==> src/design/ftl_pkg.sv <==
// Types, codes and constants shared by the forwarding table lookup design.
`timescale 1ns / 1ps
`default_nettype none
package ftl_pkg;

   localparam int ENTRIES_DEFAULT = 16;
   localparam int FIELD_W         = 16;
   localparam int CSR_INDEX_W     = 2;

   localparam logic [1:0] STATUS_INSERTED  = 2'd0;
   localparam logic [1:0] STATUS_FULL      = 2'd1;
   localparam logic [1:0] STATUS_DUPLICATE = 2'd2;
   localparam logic [1:0] STATUS_LOOKUP    = 2'd3;

   localparam logic MODE_INSERT = 1'b0;
   localparam logic MODE_LOOKUP = 1'b1;

   localparam logic [CSR_INDEX_W-1:0] CSR_DEFAULT_HOP   = 2'd0;
   localparam logic [CSR_INDEX_W-1:0] CSR_DEFAULT_VALID = 2'd1;
   localparam logic [CSR_INDEX_W-1:0] CSR_DEFAULT_DELAY = 2'd2;

   typedef struct packed {
      logic               mode;
      logic [FIELD_W-1:0] dest_address;
      logic [FIELD_W-1:0] next_hop;
      logic [FIELD_W-1:0] delay;
   } req_type;

   typedef struct packed {
      logic [1:0]         status;
      logic               hit;
      logic [FIELD_W-1:0] hop_out;
      logic               hop_valid;
      logic [FIELD_W-1:0] delay_out;
   } rsp_type;

   typedef struct packed {
      logic [FIELD_W-1:0] dest_address;
      logic [FIELD_W-1:0] next_hop;
      logic [FIELD_W-1:0] delay;
   } entry_type;

   localparam int ENTRY_W = $bits(entry_type);

   typedef enum logic {
      ST_IDLE,
      ST_SCAN
   } state_type;

endpackage
`default_nettype wire

==> src/design/ftl_ram.sv <==
// Generic single-port-write, single-port-read RAM with a registered read.
`timescale 1ns / 1ps
`default_nettype none
module ftl_ram #(
   parameter int WIDTH = 8,
   parameter int DEPTH = 16,
   parameter int ADDR_W = (DEPTH > 1) ? $clog2(DEPTH) : 1
) (
   input  wire logic              clock,
   input  wire logic              wr_en,
   input  wire logic [ADDR_W-1:0] wr_addr,
   input  wire logic [WIDTH-1:0]  wr_data,
   input  wire logic              rd_en,
   input  wire logic [ADDR_W-1:0] rd_addr,
   output logic      [WIDTH-1:0]  rd_data
);

   logic [WIDTH-1:0] mem_ff [DEPTH];
   logic [WIDTH-1:0] rd_data_ff;

   always_ff @(posedge clock) begin
      if (wr_en) begin
         mem_ff[wr_addr] <= wr_data;
      end
      if (rd_en) begin
         rd_data_ff <= mem_ff[rd_addr];
      end
   end

   assign rd_data = rd_data_ff;

endmodule
`default_nettype wire

==> src/design/forwarding_table_lookup_core.sv <==
// Top level of the exact-match forwarding table with a default route.
// Use: drive req_data and raise start while busy is low; the beat is taken at
// that edge. Mode insert appends the address, hop and delay unless the table
// is full (checked first) or the address is already stored. Mode lookup
// returns the stored hop and delay of the first matching slot, or else the
// default hop and delay from the configuration registers.
// Every beat yields exactly one result, shown on rsp_data for one cycle with
// rsp_strobe high; the receiver cannot hold it off, and it always takes it.
// Timing: an insert into a full table answers in the cycle after start. Every
// other beat scans the filled slots one per cycle through the entry RAM read
// port and answers after the first matching slot, or after the last filled
// slot on a miss. busy is high for the scan; the next beat may start in the
// cycle its result is shown.
// Configuration: csr_we, csr_index and csr_wdata write a register at once;
// they are to be written only while the block is idle, which the user must
// ensure, as the block does not enforce it. Unknown indexes are ignored.
// Reset (synchronous, active high) empties the table and clears the defaults;
// no clearing pass is needed, as slots at or above the count are never read.
`timescale 1ns / 1ps
`default_nettype none
module forwarding_table_lookup_core
   import ftl_pkg::*;
#(
   parameter int ENTRIES = ENTRIES_DEFAULT
) (
   input  wire logic                   clock,
   input  wire logic                   reset,
   input  wire logic                   start,
   output logic                        busy,
   input  wire req_type                req_data,
   output logic                        rsp_strobe,
   output rsp_type                     rsp_data,
   input  wire logic                   csr_we,
   input  wire logic [CSR_INDEX_W-1:0] csr_index,
   input  wire logic [FIELD_W-1:0]     csr_wdata
);

   localparam int CNT_W = $clog2(ENTRIES + 1);
   localparam int IDX_W = (ENTRIES > 1) ? $clog2(ENTRIES) : 1;
   localparam logic [CNT_W-1:0] FULL_COUNT = CNT_W'(ENTRIES);

   state_type          state_ff, state_in;
   req_type            req_ff, req_in;
   logic [CNT_W-1:0]   count_ff, count_in;
   logic [CNT_W-1:0]   idx_ff, idx_in;
   logic               rd_valid_ff, rd_valid_in;
   logic               rsp_strobe_ff, rsp_strobe_in;
   rsp_type            rsp_ff, rsp_in;
   logic [FIELD_W-1:0] def_hop_ff;
   logic               def_valid_ff;
   logic [FIELD_W-1:0] def_delay_ff;

   logic               ram_wr_en;
   logic               ram_rd_en;
   entry_type          ram_rd_data;
   entry_type          ram_wr_data;
   logic               match;

   assign ram_wr_data = '{dest_address: req_ff.dest_address,
                          next_hop:     req_ff.next_hop,
                          delay:        req_ff.delay};

   ftl_ram #(
      .WIDTH  (ENTRY_W),
      .DEPTH  (ENTRIES),
      .ADDR_W (IDX_W)
   ) u_entry_ram (
      .clock   (clock),
      .wr_en   (ram_wr_en),
      .wr_addr (count_ff[IDX_W-1:0]),
      .wr_data (ram_wr_data),
      .rd_en   (ram_rd_en),
      .rd_addr (idx_ff[IDX_W-1:0]),
      .rd_data (ram_rd_data)
   );

   assign match = rd_valid_ff && (ram_rd_data.dest_address == req_ff.dest_address);

   always_ff @(posedge clock) begin
      if (reset) begin
         state_ff      <= ST_IDLE;
         count_ff      <= '0;
         rd_valid_ff   <= 1'b0;
         rsp_strobe_ff <= 1'b0;
         def_hop_ff    <= '0;
         def_valid_ff  <= 1'b0;
         def_delay_ff  <= '0;
      end else begin
         state_ff      <= state_in;
         count_ff      <= count_in;
         rd_valid_ff   <= rd_valid_in;
         rsp_strobe_ff <= rsp_strobe_in;
         if (csr_we) begin
            unique case (csr_index)
               CSR_DEFAULT_HOP:   def_hop_ff   <= csr_wdata;
               CSR_DEFAULT_VALID: def_valid_ff <= csr_wdata[0];
               CSR_DEFAULT_DELAY: def_delay_ff <= csr_wdata;
               default: ;
            endcase
         end
      end
      req_ff <= req_in;
      idx_ff <= idx_in;
      rsp_ff <= rsp_in;
   end

   always_comb begin
      state_in      = state_ff;
      req_in        = req_ff;
      count_in      = count_ff;
      idx_in        = idx_ff;
      rd_valid_in   = 1'b0;
      rsp_strobe_in = 1'b0;
      rsp_in        = rsp_ff;
      ram_wr_en     = 1'b0;
      ram_rd_en     = 1'b0;
      unique case (state_ff)
         ST_IDLE: begin
            if (start) begin
               req_in = req_data;
               idx_in = '0;
               if (req_data.mode == MODE_INSERT && count_ff == FULL_COUNT) begin
                  rsp_strobe_in = 1'b1;
                  rsp_in        = '0;
                  rsp_in.status = STATUS_FULL;
               end else begin
                  state_in = ST_SCAN;
               end
            end
         end
         ST_SCAN: begin
            if (idx_ff < count_ff) begin
               ram_rd_en   = 1'b1;
               rd_valid_in = 1'b1;
               idx_in      = idx_ff + CNT_W'(1);
            end
            if (match) begin
               state_in      = ST_IDLE;
               rd_valid_in   = 1'b0;
               rsp_strobe_in = 1'b1;
               rsp_in        = '0;
               if (req_ff.mode == MODE_INSERT) begin
                  rsp_in.status = STATUS_DUPLICATE;
               end else begin
                  rsp_in.status    = STATUS_LOOKUP;
                  rsp_in.hit       = 1'b1;
                  rsp_in.hop_out   = ram_rd_data.next_hop;
                  rsp_in.hop_valid = 1'b1;
                  rsp_in.delay_out = ram_rd_data.delay;
               end
            end else if (!rd_valid_ff && idx_ff == count_ff) begin
               state_in      = ST_IDLE;
               rsp_strobe_in = 1'b1;
               rsp_in        = '0;
               if (req_ff.mode == MODE_INSERT) begin
                  ram_wr_en     = 1'b1;
                  count_in      = count_ff + CNT_W'(1);
                  rsp_in.status = STATUS_INSERTED;
               end else begin
                  rsp_in.status    = STATUS_LOOKUP;
                  rsp_in.hop_out   = def_valid_ff ? def_hop_ff : '0;
                  rsp_in.hop_valid = def_valid_ff;
                  rsp_in.delay_out = def_delay_ff;
               end
            end
         end
         default: state_in = ST_IDLE;
      endcase
   end

   assign busy       = (state_ff != ST_IDLE);
   assign rsp_strobe = rsp_strobe_ff;
   assign rsp_data   = rsp_ff;

   a_count_bound: assert property (@(posedge clock) disable iff (reset)
      count_ff <= FULL_COUNT)
      else $error("entry count beyond table capacity");

   a_rsp_idle: assert property (@(posedge clock) disable iff (reset)
      rsp_strobe_ff |-> !busy)
      else $error("result beat shown while a scan is still running");

   a_write_counts: assert property (@(posedge clock) disable iff (reset)
      ram_wr_en |=> count_ff == $past(count_ff) + CNT_W'(1))
      else $error("table write without an entry count step");

   a_start_answered: assert property (@(posedge clock) disable iff (reset)
      (start && !busy) |=> (busy || rsp_strobe_ff))
      else $error("accepted beat neither scanned nor answered");

endmodule
`default_nettype wire
==> config.mk <==
export PLATFORM = sky130hd
export DESIGN_NAME = forwarding_table_lookup_core
export DESIGN_NICKNAME = d
export VERILOG_FILES = /design/src/design/ftl_pkg.sv /design/src/design/ftl_ram.sv /design/src/design/forwarding_table_lookup_core.sv
export SDC_FILE = /design/constraint.sdc
export NUM_CORES = 1
export LEC_CHECK = 0
export ABC_AREA = 1
export BUFFER_PORTS_ARGS = -buffer_cell sky130_fd_sc_hd__clkbuf_2
export CAP_MARGIN = 10
export CORE_ASPECT_RATIO = 0.5
export CORE_MARGIN = 1
export CORE_UTILIZATION = 25
export CTS_CLUSTER_SIZE = 10
export DETAILED_ROUTE_END_ITERATION = 8
export PLACE_DENSITY = 0.38
export SYNTH_ARGS = -nofsm -noshare
export SYNTH_HDL_FRONTEND = slang
export SYNTH_SLANG_ARGS = --single-unit
export TNS_END_PERCENT = 30
==> constraint.sdc <==
create_clock -name clock -period 16.8 [get_ports clock]
set_input_delay 0 -clock clock [delete_from_list [all_inputs] [get_ports clock]]
set_output_delay 0 -clock clock [all_outputs]
set_load 0.02 [all_outputs]
; ---- Word-level counts from Yosys, hierarchy flattened
; Memories as Yosys holds them, arrays and structs flattened. A register that Yosys moved wholly into a read port is not among the register bits.
; Cells that the tools add are included.
[classes]
add_sub_neg = 2
n_lt_le_gt_ge = 1
eq_ne = 9
muxes = 31
n_bitwise = 4
reduce_logical = 13
[ops]
columns = op, n
row1 = 36-bit 2-to-1 mux, 4
row2 = 36-bit one-hot mux with 2 select lines, 1
row3 = 34-bit 2-to-1 mux, 1
row4 = 33-bit 2-to-1 mux, 1
row5 = 1-bit 2-to-1 mux, 17
row6 = 16-bit equality test, 1
row7 = 16-bit 2-to-1 mux, 1
row8 = 5-bit by 1-bit adder with 5-bit output (second input constant), 2
row9 = 5-bit 2-to-1 mux, 2
row10 = 5-bit one-hot mux with 2 select lines, 1
row11 = 2-bit AND reduction, 5
row12 = 5-bit equality test, 1
row13 = 5-bit equality test (second input constant), 1
row14 = 5-bit less-than comparator, 1
row15 = 2-bit inequality test (second input constant), 2
row16 = 1-bit inverter, 4
row17 = 1-bit one-hot mux with 2 select lines, 2
row18 = 4-bit AND reduction, 1
row19 = 1-bit logical AND, 3
row20 = 3-bit by 1-bit inequality test with 1-bit output (second input constant), 1
row21 = 3-bit AND reduction, 1
row22 = 3-bit OR reduction, 1
row23 = 2-bit by 1-bit equality test with 1-bit output (second input constant), 1
row24 = 2-bit equality test (second input constant), 1
row25 = 4 further kinds, 4
[totals]
reg_bits = 131
ramBits = 768
input_bits = 71
out_inout_bits = 38
elab_cells = 78
mem_count = 1
[memory_table]
columns = name, words, width, read_ports, rd_clocked_by_memory_dff, wr, line
row1 = u_entry_ram.mem_ff, 16, 48, 1, 1, 1, ftl_ram.sv:18  ; logic [WIDTH-1:0] mem_ff [DEPTH];

; ---- Longest topological paths before layout
[depth]
ltp_word = 7
ltp_mapped = 14
mapped_depth_nobuf = 13

; ---- Hierarchy
; From an unflattened synthesis, not the netlist that was laid out.
[unflattened]
cells_unflattened = 3810
area_unflattened_um2 = 40219.8
[modules_own_cells]
columns = mod, n_inst, cells_per_inst, area_per_inst_um2, seq_area_each_um2
row1 = ftl_ram, 1, 3165, 34411.8, 24503.5
row2 = forwarding_table_lookup_core, 1, 645, 5808.1, 3523.4

; ---- Worst setup path after synthesis
; No wires, ideal clock.
[synth_path]
kind = reg-to-reg
start = register idx_ff[0]
end = register idx_ff[0], enable pin
setup_ns = 0.317
arrival_ns = 5.286
required_time_ns = 16.483
path_slack_ns = 11.198
path_stages_with_launch = 9
n_path_buf = 3
synth_period_minus_slack_ns = 5.602
path_cell_list = edfxtp_1 buf_4 inv_4 buf_2 buf_2 ha_1 inv_1 a211oi_1 or2_2
[synth_between]
elab_chain_len = 3
[synth_lines]
columns = element, line
row1 = "start, declared", forwarding_table_lookup_core.sv:45  ; logic [CNT_W-1:0] idx_ff, idx_in;
row2 = "start signal, assigned", forwarding_table_lookup_core.sv:103  ; idx_ff <= idx_in;
row3 = 5-bit less-than comparator, forwarding_table_lookup_core.sv:132  ; if (idx_ff < count_ff) begin
row4 = 2-bit by 1-bit inequality test with 1-bit output (no source line), --
row5 = 2-bit AND reduction (no source line), --
; Every way passes these cells.
; A chain may end at the register's enable or synchronous reset.

; ---- Worst setup path in the final report
[layout_path]
start = register idx_ff[0]
end = memory u_entry_ram.mem_ff[9][24] (netlist bit), enable pin
[layout_between]
elab_chain_len = 7
[layout_lines]
columns = element, line
row1 = 5-bit equality test, forwarding_table_lookup_core.sv:151  ; end else if (!rd_valid_ff && idx_ff == count_ff) begin
row2 = 1-bit logical AND, forwarding_table_lookup_core.sv:151
row3 = 1-bit 2-to-1 mux, forwarding_table_lookup_core.sv:151
row4 = 1-bit 2-to-1 mux, forwarding_table_lookup_core.sv:137  ; if (match) begin
row5 = 1-bit 2-to-1 mux, forwarding_table_lookup_core.sv:117  ; unique case (state_ff)
row6 = 1-bit 2-to-1 mux, ftl_ram.sv:22  ; if (wr_en) begin
row7 = 1-bit 2-to-1 mux (implied by the code), ftl_ram.sv:23  ; mem_ff[wr_addr] <= wr_data;
row8 = "end, declared", ftl_ram.sv:18
; Every way passes these cells.

==> reports/results.ini <==
[status]
status = finished, final reports clean

[routing]
wl_per_cell_um = 22.80
wl_um = 112200
viasPerCell = 4.588
ant_nets = 0
detail_route.first_pass.iterations = 7
drt_iter0_drc = 1593
via_count = 22570
dr_wl_met3_um = 4852
met1_length_um = 56880
dr_wl_met2_um = 48260
top_layer_used = met5
drc = 0

[synthesis]
synthesis.nets = 2808
synth-edff-count = 906
synthArstFlopShare_pct = 0
syn_inst = 2727
synth_area_um2 = 36480
ys_seq_area_share_pct = 76.82
ys_seq_elements = 947
synth_flop_cell = edfxtp_1
synth.area.top_cells = edfxtp_1 75%, o21ai_0 5.8%, nor2_1 5.1%, nand2_1 2.3%, dfxtp_1 2.2%
yosys.area.top_type = edfxtp_1
yosys_warnings = 0
synth.most_common_cell = edfxtp_1
syn_avg_cell_area_um2 = 13.38
synthTopCellsByCount = 906 x edfxtp_1, 492 x nor2_1, 423 x o21ai_0
synth_cell_types = 35
synth_top_area_share_pct = 74.57

[timing]
fin_ws_ns = 12.70
slew_headroom_pct = 22.25
rsz0062_at_grt = no
fin_crit_sh_pct = 24.41
setup_violations = 0
final_max_slew_viol_count = 0
hold_viol = 0
setup_tns_ns = 0
tightest_slew_ns = 1.163
fin_crit_ns = 4.100
fin_skew_ns = 0.01867
fmax_mhz = 243.9

[floorplan]
placementRows = 98
chipHeight_um = 272.1
die-area_um2 = 147600
initial_utilization_pct = 25.36
coreArea_um2 = 143800
ios = 109
die_x_um = 542.2

[power_and_ir_drop]
swShare_pct = 25.02
combPwrFrac_pct = 8.9
p_sw_w = 0.001303
power.density_nw_per_um2 = 120.4
pwr-share-seq_pct = 51.6
intPower_w = 0.003906
leakagePower_nw = 14.13
power.share.clock_pct = 39.5
irDropWorstVdd_v = 0.00006934

[global_route]
grt_max_degree = 165
antenna_found_initial = 5
grt.overflow.total = 0
grt_pass1_vias = 22470
grt_pass1_wl_um = 161800
grt_util_all_layers_pct = 15.05

[final_layout]
final_net_count = 3017
fin_area_um2 = 43270
n_antenna_cell = 0
nFillCells = 14430
drive_gt1_share_pct = 10.51
area_delta_synth_final_pct = 18.62

[critical_path]
cp_slowest_cell = nor2_4
crit_required_ns = 17.13
criticalPathCategory = flip-flop to flip-flop
cp-start-kind = flip-flop
critPathArrivalTime_ns = 4.43
worstPathCellList = clkinv_8 -> ha_1 -> nand2_1 -> nor2_1 -> nand2_2 -> inv_2 -> nand2_1 -> nor2_4 -> buf_4
cpPeakStageDelay_ns = 0.77
crit_path_end_kind = flip-flop
cpLargestDelayFamily = simple AND/OR/NAND/NOR gates
cp_num_buf_inv = 3
cp_max_fo = 144
cpMostUsedCell = nand2_1

[job]
drv_cap = 0

[worst_hold_path]
hold_path.class = input port to flip-flop

[clock_tree]
htreeDepth = 3
clk_pin_slew_ns = 0.06
clk_latency_ns = 0.70
cts_root_buf = clkbuf_16
cts_made_buffers = 106
clockBufferDepth = 3
cts_tree = built
clock_sinks = 947
cts_setup_buffers = 0

[placed_design]
place_ws_ns = 12.63
portBuffers = 108
place.gp.congestion = 0.7446
hpwl_um = 63340
placed_area_um2 = 39230

registers in the layout, indices dropped and copies added, names as in the netlist:
signal and flops:
rd_valid_ff 1, u_entry_ram.mem_ff 768, rsp_strobe 1, rsp_data 36, req_ff 1, u_entry_ram.rd_data 48, count_ff 5, busy 1
idx_ff 5, ram_wr_data 48, def_hop_ff 16, def_valid_ff 1, def_delay_ff 16
routing by layer:
layer / vias to the layer above / GRT usage, %
met5: - / 0
met2: 478 / 22.32
met4: 6 / 3.632
met3: 146 / 2.591
met1: 11520 / 22.61
li1: 10430 / -
layout by cell type, fill, tap and decap left out, types with 17 or more instances in the layout:
cell type      instances
o21ai_0              423
clkbuf_16            106
nand4_1               17
nand3_1               87
buf_4                 45
nor2_4                19
dlygate4sd3_1        118
a21oi_1               24
o221ai_1              80
clkbuf_2             108
nor2_1               475
dfxtp_1               41
o22ai_1              112
clkbuf_1              25
nand2_1              226
edfxtp_1             906
inv_1                 77
final timing paths:
check / to / cells past startpoint / slack, ns / from
worst min-delay path: ram_wr_data[8] / 2 / 0.06 / req_data[8]
worst max register to register: u_entry_ram.mem_ff[9][24] / 9 / 12.70 / idx_ff[0]
worst max-delay path: u_entry_ram.mem_ff[9][24] / 9 / 12.70 / idx_ff[0]
worst min register to register: def_delay_ff[5] / 2 / 0.45 / def_delay_ff[5]
metrics by stage:
stage	instances	total power [W]	utilization (%)	hold WS, ns
final	4920	0.005210	30.09	0.05591
after global placement	4660	0.003190	27.28	0.1766
after CTS	4920	0.005282	30.09	0.01093
after global routing	4920	0.005400	30.09	0.02738
after detailed placement	4660	0.003191	27.28	0.1786
after floorplan	2727	0.002977	-	0.06907
final cells by class:
class	instances	area, µm²	area share [%]
Sequential cell	947	28030	64.77
Tap cell	1950	2440	5.638
Inverter	85	339.1	0.7836
Timing Repair Buffer	273	2100	4.852
Clock inverter	9	87.58	0.2024
Clock buffer	133	2774	6.410
Multi-Input combinational cell	1523	7507	17.35
repair_timing:
action / CTS / global route
hold buffers: 118 / 0
hold endpoints to repair: 110 / 0
gates resized for setup: 0 / 0
worst register-to-register path, cell delays in order, from the launching register on:
cell and delay (ns):
edfxtp_1 0.52, clkinv_8 0.50, ha_1 0.55, nand2_1 0.06, nor2_1 0.16, nand2_2 0.16, inv_2 0.13, nand2_1 0.23
nor2_4 0.77, buf_4 0.63
power groups by stage:
| stage | Clock (W) | Sequential, W | Combinational, W |
|---|---|---|---|
| floorplan | 0 | 0.00271 | 0.000262 |
| global placement | 0 | 0.00274 | 0.000450 |
| detailed placement | 0 | 0.00274 | 0.000450 |
| CTS | 0.00212 | 0.00269 | 0.000473 |
| global route | 0.00219 | 0.00270 | 0.000512 |
| finish | 0.00206 | 0.00269 | 0.000463 |
cell families after synthesis:
family          Yosys count  share of synthesized area, %
buf+inv                 257                         2.984
flops                   947                         76.82
compound gates          665                         10.45
fa+ha+maj                10                        0.3430
xor+xnor                  4                       0.09605
simple gates            844                         9.301
(Power assumes the default switching activity.)
